==> src/rtl/core/ttet_pkg.sv <==
// ----------------------------------------------------------------------------
// Timed tag expiry table package
// Command and event codes and the fixed field widths of the block's ports.
// ----------------------------------------------------------------------------
package ttet_pkg;

	localparam int MODE_W     = 3;
	localparam int TAG_W      = 16;
	localparam int DUR_W      = 24;
	localparam int EVENT_W    = 4;
	localparam int REM_W      = 32;
	localparam int INTERVAL_W = 16;

	localparam logic [MODE_W-1:0] MODE_APPLY  = 3'd0;
	localparam logic [MODE_W-1:0] MODE_REMOVE = 3'd1;
	localparam logic [MODE_W-1:0] MODE_QUERY  = 3'd2;
	localparam logic [MODE_W-1:0] MODE_TICK   = 3'd3;
	localparam logic [MODE_W-1:0] MODE_CLEAR  = 3'd4;

	localparam logic [EVENT_W-1:0] EV_ADDED     = 4'd0;
	localparam logic [EVENT_W-1:0] EV_UPDATED   = 4'd1;
	localparam logic [EVENT_W-1:0] EV_SKIPPED   = 4'd2;
	localparam logic [EVENT_W-1:0] EV_REJECTED  = 4'd3;
	localparam logic [EVENT_W-1:0] EV_FULL      = 4'd4;
	localparam logic [EVENT_W-1:0] EV_REMOVED   = 4'd5;
	localparam logic [EVENT_W-1:0] EV_ABSENT    = 4'd6;
	localparam logic [EVENT_W-1:0] EV_REMAINING = 4'd7;
	localparam logic [EVENT_W-1:0] EV_EXPIRED   = 4'd8;
	localparam logic [EVENT_W-1:0] EV_TICKDONE  = 4'd9;
	localparam logic [EVENT_W-1:0] EV_CLEARED   = 4'd10;
	localparam logic [EVENT_W-1:0] EV_CLEARDONE = 4'd11;

	localparam logic [INTERVAL_W-1:0] INTERVAL_RESET = 16'd50;

endpackage

==> src/rtl/core/ttet_cell.sv <==
// ----------------------------------------------------------------------------
// Timed tag expiry table cell
// One table entry of the ring; it loads its neighbor's entry when the ring shifts.
// ----------------------------------------------------------------------------
module ttet_cell #(
	parameter int KW = 16,
	parameter int TW = 32
) (
	input  logic          clk,
	input  logic          arst_n,
	input  logic          shift,
	input  logic          in_valid,
	input  logic [KW-1:0] in_key,
	input  logic [TW-1:0] in_end_time,
	output logic          valid,
	output logic [KW-1:0] key,
	output logic [TW-1:0] end_time
);

	logic          valid_q;
	logic [KW-1:0] key_q;
	logic [TW-1:0] end_time_q;

	always_ff @(posedge clk or negedge arst_n) begin
		if (!arst_n) begin
			valid_q <= 1'b0;
		end else if (shift) begin
			valid_q <= in_valid;
		end
	end

	always_ff @(posedge clk) begin
		if (shift) begin
			key_q      <= in_key;
			end_time_q <= in_end_time;
		end
	end

	assign valid    = valid_q;
	assign key      = key_q;
	assign end_time = end_time_q;

endmodule

==> src/rtl/core/timed_tag_expiry_table_core.sv <==
// ----------------------------------------------------------------------------
// Timed tag expiry table core
// Keyed table of timed tags held in a rotating ring of entry cells.
// ----------------------------------------------------------------------------
// A command is taken when start is high and busy is low. The entries sit in a
// ring of TABLE_ENTRIES cells that turns one place per cycle past a single head
// cell, where the controller inspects and edits each entry in ascending slot
// order. Remove, query, update of a present tag, a tick that sweeps and clear
// each take one full turn and then the final result. Adding a new tag needs a
// second turn to write the first free slot. A rejected command, a remove or
// query of tag 0 and a tick without a sweep finish in the cycle they are taken
// and keep busy low. Results come out at most one per cycle, each on
// result_strobe for exactly one cycle; the receiver cannot hold them off and
// must take every transfer.
// ----------------------------------------------------------------------------
module timed_tag_expiry_table_core #(
	parameter int TABLE_ENTRIES = 16,
	parameter int KEY_BITS      = 16,
	parameter int TIME_BITS     = 32
) (
	input  logic                            clk,
	input  logic                            arst_n,
	input  logic                            start,
	output logic                            busy,
	input  logic [ttet_pkg::MODE_W-1:0]     mode,
	input  logic [ttet_pkg::TAG_W-1:0]      tag_id,
	input  logic [ttet_pkg::DUR_W-1:0]      duration,
	input  logic                            stack_flag,
	input  logic                            cfg_wr_en,
	input  logic [ttet_pkg::INTERVAL_W-1:0] cfg_wr_data,
	output logic                            result_strobe,
	output logic [ttet_pkg::EVENT_W-1:0]    event_res,
	output logic [ttet_pkg::TAG_W-1:0]      tag_key,
	output logic [ttet_pkg::REM_W-1:0]      remaining_ticks,
	output logic                            last_of_run
);

	localparam int N  = TABLE_ENTRIES;
	localparam int KW = (KEY_BITS < ttet_pkg::TAG_W) ? KEY_BITS : ttet_pkg::TAG_W;
	localparam int TW = TIME_BITS;
	localparam int IW = $clog2(N);
	localparam int SW = ((TW > ttet_pkg::DUR_W) ? TW : ttet_pkg::DUR_W) + 1;
	localparam int RW = (TW > ttet_pkg::REM_W) ? TW : ttet_pkg::REM_W;
	localparam logic [SW-1:0] TMAX     = SW'({TW{1'b1}});
	localparam logic [IW-1:0] LAST_IDX = IW'(N - 1);

	localparam logic [1:0] ST_IDLE  = 2'd0;
	localparam logic [1:0] ST_SCAN  = 2'd1;
	localparam logic [1:0] ST_WRITE = 2'd2;
	localparam logic [1:0] ST_FIN   = 2'd3;

	function automatic logic [TW-1:0] sat_add(input logic [TW-1:0] a,
		input logic [ttet_pkg::DUR_W-1:0] b);
		logic [SW-1:0] sum;
		sum = SW'(a) + SW'(b);
		return (sum > TMAX) ? {TW{1'b1}} : sum[TW-1:0];
	endfunction

	function automatic logic [ttet_pkg::REM_W-1:0] sat_rem(input logic [TW-1:0] d);
		logic [RW-1:0] w;
		w = RW'(d);
		return (w > RW'({ttet_pkg::REM_W{1'b1}})) ? {ttet_pkg::REM_W{1'b1}}
			: w[ttet_pkg::REM_W-1:0];
	endfunction

	logic [1:0]                      state_q;
	logic [IW-1:0]                   cnt_q;
	logic [ttet_pkg::MODE_W-1:0]     mode_q;
	logic [KW-1:0]                   key_q;
	logic [ttet_pkg::DUR_W-1:0]      dur_q;
	logic                            stack_q;
	logic [TW-1:0]                   addc_q;
	logic                            found_q;
	logic                            free_found_q;
	logic [IW-1:0]                   free_idx_q;
	logic                            any_q;
	logic [ttet_pkg::EVENT_W-1:0]    ev_q;
	logic [ttet_pkg::REM_W-1:0]      rem_q;
	logic [TW-1:0]                   cur_time_q;
	logic [ttet_pkg::INTERVAL_W-1:0] sweep_countdown_q;
	logic                            sweep_running_q;
	logic [ttet_pkg::INTERVAL_W-1:0] sweep_interval_q;

	logic                            result_strobe_q;
	logic [ttet_pkg::EVENT_W-1:0]    event_res_q;
	logic [ttet_pkg::TAG_W-1:0]      tag_key_q;
	logic [ttet_pkg::REM_W-1:0]      remaining_ticks_q;
	logic                            last_of_run_q;

	logic          cell_valid [N];
	logic [KW-1:0] cell_key   [N];
	logic [TW-1:0] cell_end   [N];
	logic          head_valid;
	logic [KW-1:0] head_key;
	logic [TW-1:0] head_end;
	logic          tail_valid;
	logic [KW-1:0] tail_key;
	logic [TW-1:0] tail_end;
	logic          shift;

	logic          accept;
	logic [KW-1:0] in_key;
	logic          hit;
	logic          expired;
	logic          upd_ok;
	logic [TW-1:0] nend;
	logic          tick_sweep;
	logic [ttet_pkg::INTERVAL_W-1:0] interval_val;

	logic                         em_en;
	logic [ttet_pkg::EVENT_W-1:0] em_ev;
	logic [ttet_pkg::TAG_W-1:0]   em_key;
	logic [ttet_pkg::REM_W-1:0]   em_rem;
	logic                         em_last;

	genvar gi;
	generate
		for (gi = 0; gi < N; gi++) begin : g_cell
			logic          nb_valid;
			logic [KW-1:0] nb_key;
			logic [TW-1:0] nb_end;
			if (gi == N - 1) begin : g_tail
				assign nb_valid = tail_valid;
				assign nb_key   = tail_key;
				assign nb_end   = tail_end;
			end else begin : g_mid
				assign nb_valid = cell_valid[gi+1];
				assign nb_key   = cell_key[gi+1];
				assign nb_end   = cell_end[gi+1];
			end
			ttet_cell #(
				.KW(KW),
				.TW(TW)
			) u_cell (
				.clk        (clk),
				.arst_n     (arst_n),
				.shift      (shift),
				.in_valid   (nb_valid),
				.in_key     (nb_key),
				.in_end_time(nb_end),
				.valid      (cell_valid[gi]),
				.key        (cell_key[gi]),
				.end_time   (cell_end[gi])
			);
		end
	endgenerate

	assign head_valid = cell_valid[0];
	assign head_key   = cell_key[0];
	assign head_end   = cell_end[0];

	assign busy         = (state_q != ST_IDLE);
	assign accept       = start && !busy;
	assign shift        = (state_q == ST_SCAN) || (state_q == ST_WRITE);
	assign in_key       = tag_id[KW-1:0];
	assign interval_val = (sweep_interval_q == '0) ? 16'd1 : sweep_interval_q;
	assign tick_sweep   = sweep_running_q && (sweep_countdown_q <= 16'd1);

	assign hit     = head_valid && (head_key == key_q);
	assign expired = head_valid && (cur_time_q >= head_end);
	assign nend    = (stack_q && (head_end > cur_time_q)) ? sat_add(head_end, dur_q) : addc_q;
	assign upd_ok  = stack_q || (addc_q > head_end);

	always_comb begin
		tail_valid = head_valid;
		tail_key   = head_key;
		tail_end   = head_end;
		if (state_q == ST_SCAN) begin
			case (mode_q)
				ttet_pkg::MODE_APPLY: begin
					if (hit && upd_ok) begin
						tail_end = nend;
					end
				end
				ttet_pkg::MODE_REMOVE: begin
					if (hit) begin
						tail_valid = 1'b0;
					end
				end
				ttet_pkg::MODE_TICK: begin
					if (expired) begin
						tail_valid = 1'b0;
					end
				end
				ttet_pkg::MODE_CLEAR: begin
					tail_valid = 1'b0;
				end
				default: begin
				end
			endcase
		end else if (state_q == ST_WRITE && cnt_q == free_idx_q) begin
			tail_valid = 1'b1;
			tail_key   = key_q;
			tail_end   = addc_q;
		end
	end

	always_comb begin
		em_en   = 1'b0;
		em_ev   = ttet_pkg::EV_REJECTED;
		em_key  = ttet_pkg::TAG_W'(key_q);
		em_rem  = '0;
		em_last = 1'b1;
		case (state_q)
			ST_IDLE: begin
				em_key = ttet_pkg::TAG_W'(in_key);
				if (accept) begin
					case (mode)
						ttet_pkg::MODE_APPLY: begin
							em_en = (in_key == '0) || (duration == '0);
						end
						ttet_pkg::MODE_REMOVE, ttet_pkg::MODE_QUERY: begin
							em_en = (in_key == '0);
							em_ev = ttet_pkg::EV_ABSENT;
						end
						ttet_pkg::MODE_TICK: begin
							em_en  = !tick_sweep;
							em_ev  = ttet_pkg::EV_TICKDONE;
							em_key = '0;
						end
						ttet_pkg::MODE_CLEAR: begin
							em_en = 1'b0;
						end
						default: begin
							em_en = 1'b1;
						end
					endcase
				end
			end
			ST_SCAN: begin
				em_key  = ttet_pkg::TAG_W'(head_key);
				em_last = 1'b0;
				if (mode_q == ttet_pkg::MODE_TICK) begin
					em_en = expired;
					em_ev = ttet_pkg::EV_EXPIRED;
				end else if (mode_q == ttet_pkg::MODE_CLEAR) begin
					em_en = head_valid;
					em_ev = ttet_pkg::EV_CLEARED;
				end
			end
			ST_FIN: begin
				em_en = 1'b1;
				case (mode_q)
					ttet_pkg::MODE_APPLY: begin
						em_ev = found_q ? ev_q : ttet_pkg::EV_FULL;
					end
					ttet_pkg::MODE_REMOVE: begin
						em_ev = found_q ? ttet_pkg::EV_REMOVED : ttet_pkg::EV_ABSENT;
					end
					ttet_pkg::MODE_QUERY: begin
						em_ev  = found_q ? ttet_pkg::EV_REMAINING : ttet_pkg::EV_ABSENT;
						em_rem = found_q ? rem_q : '0;
					end
					ttet_pkg::MODE_TICK: begin
						em_ev  = ttet_pkg::EV_TICKDONE;
						em_key = '0;
					end
					ttet_pkg::MODE_CLEAR: begin
						em_ev  = ttet_pkg::EV_CLEARDONE;
						em_key = '0;
					end
					default: begin
						em_ev = ttet_pkg::EV_REJECTED;
					end
				endcase
			end
			default: begin
			end
		endcase
	end

	always_ff @(posedge clk or negedge arst_n) begin
		if (!arst_n) begin
			result_strobe_q <= 1'b0;
		end else begin
			result_strobe_q <= em_en;
		end
	end

	always_ff @(posedge clk) begin
		if (em_en) begin
			event_res_q       <= em_ev;
			tag_key_q         <= em_key;
			remaining_ticks_q <= em_rem;
			last_of_run_q     <= em_last;
		end
	end

	always_ff @(posedge clk or negedge arst_n) begin
		if (!arst_n) begin
			sweep_interval_q <= ttet_pkg::INTERVAL_RESET;
		end else if (cfg_wr_en) begin
			sweep_interval_q <= cfg_wr_data;
		end
	end

	always_ff @(posedge clk or negedge arst_n) begin
		if (!arst_n) begin
			state_q           <= ST_IDLE;
			cnt_q             <= '0;
			found_q           <= 1'b0;
			free_found_q      <= 1'b0;
			any_q             <= 1'b0;
			cur_time_q        <= '0;
			sweep_countdown_q <= '0;
			sweep_running_q   <= 1'b0;
		end else begin
			case (state_q)
				ST_IDLE: begin
					cnt_q        <= '0;
					found_q      <= 1'b0;
					free_found_q <= 1'b0;
					any_q        <= 1'b0;
					if (accept) begin
						case (mode)
							ttet_pkg::MODE_APPLY: begin
								if (in_key != '0 && duration != '0) begin
									state_q <= ST_SCAN;
								end
							end
							ttet_pkg::MODE_REMOVE, ttet_pkg::MODE_QUERY: begin
								if (in_key != '0) begin
									state_q <= ST_SCAN;
								end
							end
							ttet_pkg::MODE_TICK: begin
								cur_time_q <= sat_add(cur_time_q, ttet_pkg::DUR_W'(1));
								if (tick_sweep) begin
									sweep_countdown_q <= interval_val;
									state_q           <= ST_SCAN;
								end else if (sweep_running_q) begin
									sweep_countdown_q <= sweep_countdown_q - 16'd1;
								end
							end
							ttet_pkg::MODE_CLEAR: begin
								sweep_running_q   <= 1'b0;
								sweep_countdown_q <= '0;
								state_q           <= ST_SCAN;
							end
							default: begin
							end
						endcase
					end
				end
				ST_SCAN: begin
					cnt_q <= cnt_q + 1'b1;
					case (mode_q)
						ttet_pkg::MODE_APPLY: begin
							if (hit) begin
								found_q <= 1'b1;
							end
							if (!head_valid && !free_found_q) begin
								free_found_q <= 1'b1;
							end
						end
						ttet_pkg::MODE_REMOVE, ttet_pkg::MODE_QUERY: begin
							if (hit) begin
								found_q <= 1'b1;
							end
						end
						ttet_pkg::MODE_TICK: begin
							if (head_valid && !expired) begin
								any_q <= 1'b1;
							end
						end
						default: begin
						end
					endcase
					if (cnt_q == LAST_IDX) begin
						cnt_q <= '0;
						if (mode_q == ttet_pkg::MODE_APPLY && !found_q && !hit
							&& (free_found_q || !head_valid)) begin
							state_q <= ST_WRITE;
						end else begin
							state_q <= ST_FIN;
						end
					end
				end
				ST_WRITE: begin
					cnt_q <= cnt_q + 1'b1;
					if (cnt_q == LAST_IDX) begin
						cnt_q   <= '0;
						found_q <= 1'b1;
						state_q <= ST_FIN;
					end
				end
				ST_FIN: begin
					state_q <= ST_IDLE;
					if (mode_q == ttet_pkg::MODE_APPLY && found_q
						&& ev_q != ttet_pkg::EV_SKIPPED && !sweep_running_q) begin
						sweep_running_q   <= 1'b1;
						sweep_countdown_q <= interval_val;
					end
					if (mode_q == ttet_pkg::MODE_TICK && !any_q) begin
						sweep_running_q   <= 1'b0;
						sweep_countdown_q <= '0;
					end
				end
				default: begin
					state_q <= ST_IDLE;
				end
			endcase
		end
	end

	always_ff @(posedge clk) begin
		if (accept) begin
			mode_q  <= mode;
			key_q   <= in_key;
			dur_q   <= duration;
			stack_q <= stack_flag;
			addc_q  <= sat_add(cur_time_q, duration);
		end
		if (state_q == ST_SCAN) begin
			if (mode_q == ttet_pkg::MODE_APPLY && hit) begin
				ev_q <= upd_ok ? ttet_pkg::EV_UPDATED : ttet_pkg::EV_SKIPPED;
			end
			if (mode_q == ttet_pkg::MODE_APPLY && !head_valid && !free_found_q) begin
				free_idx_q <= cnt_q;
			end
			if (mode_q == ttet_pkg::MODE_QUERY && hit) begin
				rem_q <= (head_end > cur_time_q) ? sat_rem(head_end - cur_time_q) : '0;
			end
		end
		if (state_q == ST_WRITE) begin
			ev_q <= ttet_pkg::EV_ADDED;
		end
	end

	assign result_strobe   = result_strobe_q;
	assign event_res       = event_res_q;
	assign tag_key         = tag_key_q;
	assign remaining_ticks = remaining_ticks_q;
	assign last_of_run     = last_of_run_q;

	a_mid_result_busy: assert property (@(posedge clk) disable iff (!arst_n)
		result_strobe && !last_of_run |-> busy)
		else $error("non-final result outside a running command");

	a_done_final: assert property (@(posedge clk) disable iff (!arst_n)
		$fell(busy) |-> result_strobe && last_of_run)
		else $error("command ended without a final result");

	a_idle_tick: assert property (@(posedge clk) disable iff (!arst_n)
		accept && mode == ttet_pkg::MODE_TICK && !sweep_running_q
		|=> result_strobe && event_res == ttet_pkg::EV_TICKDONE && !busy)
		else $error("tick without sweep did not finish at once");

	a_countdown_run: assert property (@(posedge clk) disable iff (!arst_n)
		sweep_running_q == (sweep_countdown_q != '0))
		else $error("sweep countdown out of step with sweep state");

endmodule

==> config.mk <==
export PLATFORM = sky130hd
export DESIGN_NAME = timed_tag_expiry_table_core
export DESIGN_NICKNAME = d
export VERILOG_FILES = /design/src/rtl/core/ttet_pkg.sv /design/src/rtl/core/ttet_cell.sv /design/src/rtl/core/timed_tag_expiry_table_core.sv
export SDC_FILE = /design/constraint.sdc
export NUM_CORES = 1
export LEC_CHECK = 0
export ABC_CLOCK_PERIOD_IN_PS = 54700
export BUFFER_PORTS_ARGS = -buffer_cell sky130_fd_sc_hd__clkbuf_2
export CORE_MARGIN = 2
export CORE_UTILIZATION = 40
export DETAILED_ROUTE_END_ITERATION = 16
export PLACE_DENSITY = 0.55
export SLEW_MARGIN = 20
export SYNTH_ARGS = -nofsm -noshare
export SYNTH_HDL_FRONTEND = slang
export SYNTH_HIERARCHICAL = 1
export SYNTH_SLANG_ARGS = --single-unit
==> constraint.sdc <==
create_clock -name clk -period 54.7 [get_ports clk]
set_input_delay 5.47 -clock clk [delete_from_list [all_inputs] [get_ports clk]]
set_output_delay 5.47 -clock clk [all_outputs]
set_load 0.03 [all_outputs]
======== Yosys cells after proc, flatten, opt, wreduce, memory -nomap -nowiden ========
Cells that the tools add are included.
cells by class
  $lt $le $gt $ge ......................... 8
  reductions and logical operators ........ 62
  eq/ne operators ......................... 32
  add/subtract/negate cells ............... 6
  divide/modulo/power cells ............... 0
  bitwise logic cells ..................... 0
  shifts and indexed selects .............. 0
  $mul .................................... 0
  multiplexer cells ....................... 69
operator list
  operator                 number
  $mux W32                 8
  $mux W16                 11
  $gt A33 B32 Y1 const B   3
  $add A32 B24 Y33         2
  $gt A32 B32 Y1           2
  $pmux W16 S2             2
  $pmux W16 S3             1
  $add A32 B1 Y33 const B  1
  $ge A32 B32 Y1           1
  $gt A32 B32 Y1 const B   1
  $logic_not A16 Y1        2
  $sub A32 B32 Y32         1
  $logic_not A24 Y1        1
  $reduce_bool A24 Y1      1
  $logic_and A1 B1 Y1      21
  $mux W1                  21
  $mux W4                  5
  $ne A2 B2 Y1 const B     10
  $pmux W4 S5              1
  $eq A16 B16 Y1           1
  $le A16 B1 Y1 const B    1
  $mux W2                  8
  $pmux W2 S4              2
  $pmux W4 S2              2
  other kinds (31)         68
word-level totals
  RAM bits ................................ 0
  bits in registers ....................... 1,028
  memories kept ........................... 0
  input bits .............................. 64
  output and inout port bits .............. 55
  memory bits (read-only) ................. 0
  bits in latches ......................... 0
  word-level logic and storage cells ...... 247

======== Longest topological paths before layout ========
  word-level depth ........................ 8
  gate-level depth with buffers ........... 15
  depth with buffers taken out ............ 13

======== By module ========
The synthesis kept the hierarchy.
modules (own cells, without submodules)
  module                       seq. area each (um^2)  area each (um^2)  cells an instance  times used
  ttet_cell                    1,466.4                1,481.4           50                 16
  timed_tag_expiry_table_core  6,875.3                17,071.4          1,851              1

======== Least setup slack after synthesis ========
OpenSTA, ideal clock, no wires.
  path type ............................... flip-flop to flip-flop
  from .................................... reg state_q[0]
  to ...................................... reg found_q
  buffers on the path ..................... 0
  stages on the path, launching flop included .. 4
  period minus slack after synthesis ...... 18.783 ns
  library setup time ...................... 0.178 ns
  data required time ...................... 54.522 ns
  data arrival time ....................... 18.605 ns
  slack ................................... 35.917 ns
  cells stage by stage .................... dfrtp_1 -> inv_1 -> ha_1 -> mux2_2
on the way
  cells in the longest elaborated chain, start to end .. 3
  elaborated cells on any way between the ends .. 9
  classes of those cells .................. eq/ne: 5; mux: 1; reduce/logical: 3
RTL lines
  element                                                                     RTL line                            source
  from (decl)                                                                 timed_tag_expiry_table_core.sv:66   logic [1:0] state_q;
  from (signal assigned)                                                      timed_tag_expiry_table_core.sv:299  state_q <= ST_IDLE;
  from (signal assigned)                                                      timed_tag_expiry_table_core.sv:318  state_q <= ST_SCAN;
  from (signal assigned)                                                      timed_tag_expiry_table_core.sv:323  state_q <= ST_SCAN;
  $eq A2 B1 Y1, or another cell as far along                                  timed_tag_expiry_table_core.sv:308  case (state_q)
  $ne A2 B2 Y1 (no source line) / $reduce_bool A3 Y1 (equally long branches)  n/a
  $reduce_and A4 Y1 (no source line)                                          n/a
  to (signal assigned)                                                        timed_tag_expiry_table_core.sv:301  found_q <= 1'b0;
  to (signal assigned)                                                        timed_tag_expiry_table_core.sv:311  found_q <= 1'b0;
  to (signal assigned)                                                        timed_tag_expiry_table_core.sv:350  found_q <= 1'b1;
  to (decl)                                                                   timed_tag_expiry_table_core.sv:73   logic found_q;
Several ways; a longest one is shown, not always the timed one.
A chain may end at the register's enable or synchronous reset.

======== Worst setup path in the final report ========
  from .................................... in duration[0] in the netlist's numbering
  to ...................................... reg addc_q[29], data pin
on the way
  cells in the longest elaborated chain, start to end .. 2
RTL lines
  element               RTL line                            source
  from (decl)           timed_tag_expiry_table_core.sv:27   input logic [ttet_pkg::DUR_W-1:0] duration,
  $add A32 B24 Y33 *    timed_tag_expiry_table_core.sv:55   sum = SW'(a) + SW'(b);
  $gt A33 B32 Y1        timed_tag_expiry_table_core.sv:56   return (sum > TMAX) ? {TW{1'b1}} : sum[TW-1:0];
  to (signal assigned)  timed_tag_expiry_table_core.sv:412  addc_q <= sat_add(cur_time_q, duration);
  to (decl)             timed_tag_expiry_table_core.sv:72   logic [TW-1:0] addc_q;
Mark *: on every way between the ends. The rest lies on a longest branch, timed or not.

==> flow_summary.yaml <==
status:
  run_status: "complete, no violations"
floorplan:
  die_width_um: 323
  design.die.area_um2: 105000
  floorplan.initialDensity: 0.402
  fp.coreArea_um2: 101000
  placementRows: 117
  num_io_pins: 119
  floorplan.die.height_um: 323
pwr:
  combPwrFrac: 0.265
  clock_power_share: 0.227
  power.net_switching_mw: 1.07
  intPower_mw: 2.13
  netSwitchingFraction: 0.335
  seqPwrFrac: 0.508
  areal_power_density_over_the_cells_nw_per_um2: 68.8
  max-vdd-ir-drop_mv: 0.0750
  p_leak_nw: 16.9
grt:
  globalRouteOverflowTotal: 0
  first_global_vias: 22200
  grt_first_pass_wirelength_mm: 139
  maximum_number_of_pins_on_one_net_before_global_route_repair: 94
  number_of_antenna_violations_at_the_first_check_in_global_routing: 16
  grt_use_total: 0.176
clocking:
  clock_path_buffers: 3
  cts_post_setup_buffers_inserted: 0
  hold_buffer_count_at_cts: 0
  clock_tree.root_cell: "sky130_fd_sc_hd__clkbuf_16"
  clock_sink_count: 1026
  tritoncts.num_buffers: 105
  clk-insertion-delay-late_ns: 0.72
  cts_resized: 0
  clk_transition_reported_paths_ns: 0.07
  htree_levels: 3
  cts_tree: "yes"
run:
  cap_violations: 0
yosys:
  synthesis.instances: 2651
  synth_cell_types: 86
  synth.cells.most_frequent: "sky130_fd_sc_hd__edfxtp_1, sky130_fd_sc_hd__nand2_1, sky130_fd_sc_hd__a21oi_1"
  post-synth-top-area-fraction: 0.687
  synthesis.area_um2: 40800
  synth.ff_latch_count: 1026
  yosysWarningCount: 6
  number_of_synthesized_flops_with_an_enable_pin: 933
  synth_area_per_cell_um2: 15.4
  post-synth-top-area-cell: "sky130_fd_sc_hd__edfxtp_1"
  synth_sequential_area_ratio: 0.744
  synth.area.top_cells: "sky130_fd_sc_hd__edfxtp_1, sky130_fd_sc_hd__dfrtp_1, sky130_fd_sc_hd__ha_1"
  yosys.cell_count.top_type: "sky130_fd_sc_hd__edfxtp_1"
  asyncSetResetFlopFracSynth: 0.0887
  synth_ff_type: "sky130_fd_sc_hd__edfxtp_1"
  post_syn_nets: 2840
sta:
  drv_slew: 0
  max-slew-margin-rel: 0.282
  achievable-frequency_mhz: 119
  worst_pin_slew_ns: 1.08
  min_period_over_period: 0.154
  fin_ws_ns: 46.30
  final-hold-violation-count: 0
  finalSetupTns_ns: 0
  layout_min_cycle_time_ns: 8.40
  timing.clock.skew_ns: 0.0597
  rsz0062_at_grt: "false"
  final-setup-viol-count: 0
drt:
  dr.first_iter.drc_count: 2281
  wirelength_mm: 91.7
  antenna_violating_nets_post_route: 0
  detailroute.via_count: 23000
  detail_route.first_pass.iterations: 5
  avgViaCountPerCell: 5.38
  routedWlPerCell_um: 21.4
  drcViolationCount: 0
final_layout:
  finish.net_count: 3009
  layout-drive-gt1-share: 0.127
  syn2layout_area_growth_pct: 14.3
setup_path:
  critical_path_peak_fanout: 10
  r2r_cells: 11
  r2r_slack_ns: 50.03
  worst_ep_required_time_ns: 55.17
  critPathKind: "input pin to flip-flop"
  worst_setup_path_end_kind: "flip-flop"
  r2r_end: "g_cell[15].u_cell/end_time[17]$_DFFE_PP_"
  worstReg2RegStart: "g_cell[0].u_cell/end_time[14]$_DFFE_PP_"
  startpoint_type: "input pin"
  critical_path_arrival_ns: 8.87
place:
  port-buffer-count: 118
  dp.final_hpwl_mm: 62.2
  gp_routability_congestion: 0.908
  place_worst_setup_slack_ns: 45.58
worst_hold_path:
  timing.hold.worst.start: "g_cell[9].u_cell/end_time[20]$_DFFE_PP_"
  worst_hold_path.endpoint: "g_cell[8].u_cell/end_time[20]$_DFFE_PP_"
  hold_path.class: "flip-flop to flip-flop"
  holdPathStages: 0
==> kinds of logic (layout without fill, tap and decap cells) <==
group / after synthesis / in the layout / synth area share
fa+ha+maj: 125 / 125 / 0.0389
flops: 1026 / 1026 / 0.744
compound gates: 562 / 562 / 0.0903
mux: 53 / 53 / 0.0156
simple gates: 609 / 609 / 0.0737
xor+xnor: 94 / 94 / 0.0202
buf+inv: 182 / 439 / 0.0173
other cells: 0 / 3 / 0
==> metrics by stage <==
step / cells / util / hold WS, ns / area, um2 / total power [mW]
after global placement: 4081 / 0.424 / 0.400 / 43000 / 2.46
after CTS: 4276 / 0.459 / 0.367 / 46600 / 3.24
final: 4279 / 0.459 / 0.374 / 46600 / 3.21
after detailed placement: 4081 / 0.424 / 0.405 / 43000 / 2.50
after global routing: 4277 / 0.459 / 0.386 / 46600 / 3.40
after floorplan: 2651 / - / 0.400 / 40800 / 2.56
==> layout make-up <==
cell class	count	area, um2
well taps	1368	1710
multi-input cells	1443	9770
repair buffers	147	818
flip-flops and latches	1026	30300
diodes	3	7.51
fillers	8814	54900
clock inverters	71	837
clock buffers	124	2740
inverters	97	365
==> state kept, by name, summed over array words and instances (netlist names), 4 cells and up <==
register / cells
addc_q: 32
cnt_q: 4
cur_time_q: 32
dur_q: 24
event_res: 4
free_idx_q: 4
g_cell.u_cell/end_time: 512
g_cell.u_cell/key: 256
g_cell.u_cell/valid: 16
key_q: 16
rem_q: 32
remaining_ticks: 32
sweep_countdown_q: 16
sweep_interval_q: 16
tag_key: 16
==> power groups by stage <==
stage / clock (mW) / combinational, mW / sequential (mW)
3_3_place_gp: 0 / 0.831 / 1.63
2_1_floorplan: 0 / 0.617 / 1.94
5_1_grt: 0.783 / 0.946 / 1.67
6_report: 0.727 / 0.850 / 1.63
4_1_cts: 0.751 / 0.854 / 1.64
3_5_place_dp: 0 / 0.852 / 1.64
==> worst max path at each step <==
stage | from | endpoint | cells past startpoint
final | duration[0] | addc_q[29]$_SDFFCE_PN1P_ | 12
after global routing | duration[0] | addc_q[29]$_SDFFCE_PN1P_ | 12
after CTS | duration[0] | addc_q[29]$_SDFFCE_PN1P_ | 12
after detailed placement | duration[0] | addc_q[29]$_SDFFCE_PN1P_ | 12
after global placement | duration[0] | addc_q[29]$_SDFFCE_PN1P_ | 12
after floorplan | state_q[0]$_DFFE_PN0P_ | found_q$_DFFE_PN0P_ | 3
==> worst max-delay path, stage by stage <==
cell and delay [ns]:
sky130_fd_sc_hd__clkbuf_2 0.15, sky130_fd_sc_hd__ha_1 0.27, sky130_fd_sc_hd__fa_1 0.41, sky130_fd_sc_hd__a21oi_1 0.29
sky130_fd_sc_hd__o2111ai_1 0.22, sky130_fd_sc_hd__a2111o_1 0.53, sky130_fd_sc_hd__nand3_1 0.15, sky130_fd_sc_hd__a31oi_1 0.15
sky130_fd_sc_hd__a221o_1 0.49, sky130_fd_sc_hd__nand2_1 0.39, sky130_fd_sc_hd__nand2_1 0.10, sky130_fd_sc_hd__o31a_1 0.25
==> layout by cell type, fill, tap and decap left out, drive strengths merged, types with 8 or more instances in the layout <==
cell type / Yosys / layout
a211oi: 30 / 30
a21o: 45 / 45
a21oi: 151 / 151
a22oi: 36 / 36
a31oi: 31 / 31
a32oi: 8 / 8
and2: 42 / 42
and3: 17 / 17
and4: 15 / 15
buf: 12 / 30
bufinv: 0 / 12
clkbuf: 73 / 241
clkinv: 1 / 55
dfrtp: 88 / 88
edfxtp: 933 / 933
ha: 122 / 122
inv: 96 / 98
mux2: 36 / 36
mux2i: 17 / 17
nand2: 193 / 193
nand2b: 27 / 27
nand3: 56 / 56
nand4: 33 / 33
nor2: 122 / 122
nor2b: 11 / 11
nor3: 34 / 34
nor4: 29 / 29
o211ai: 8 / 8
o21a: 15 / 15
o21ai: 117 / 117
o21bai: 10 / 10
o221ai: 20 / 20
o31a: 8 / 8
o31ai: 17 / 17
or3: 8 / 8
xnor2: 71 / 71
xor2: 23 / 23
==> layer usage <==
metal	GRT usage	vias up	routed length [um]
li1	-	10600	-
met4	0.0507	26	1990
met5	0	-	166
met1	0.266	11500	43400
met2	0.255	737	39400
met3	0.0376	159	6730
No activity file was read; power rests on OpenSTA's default activity.
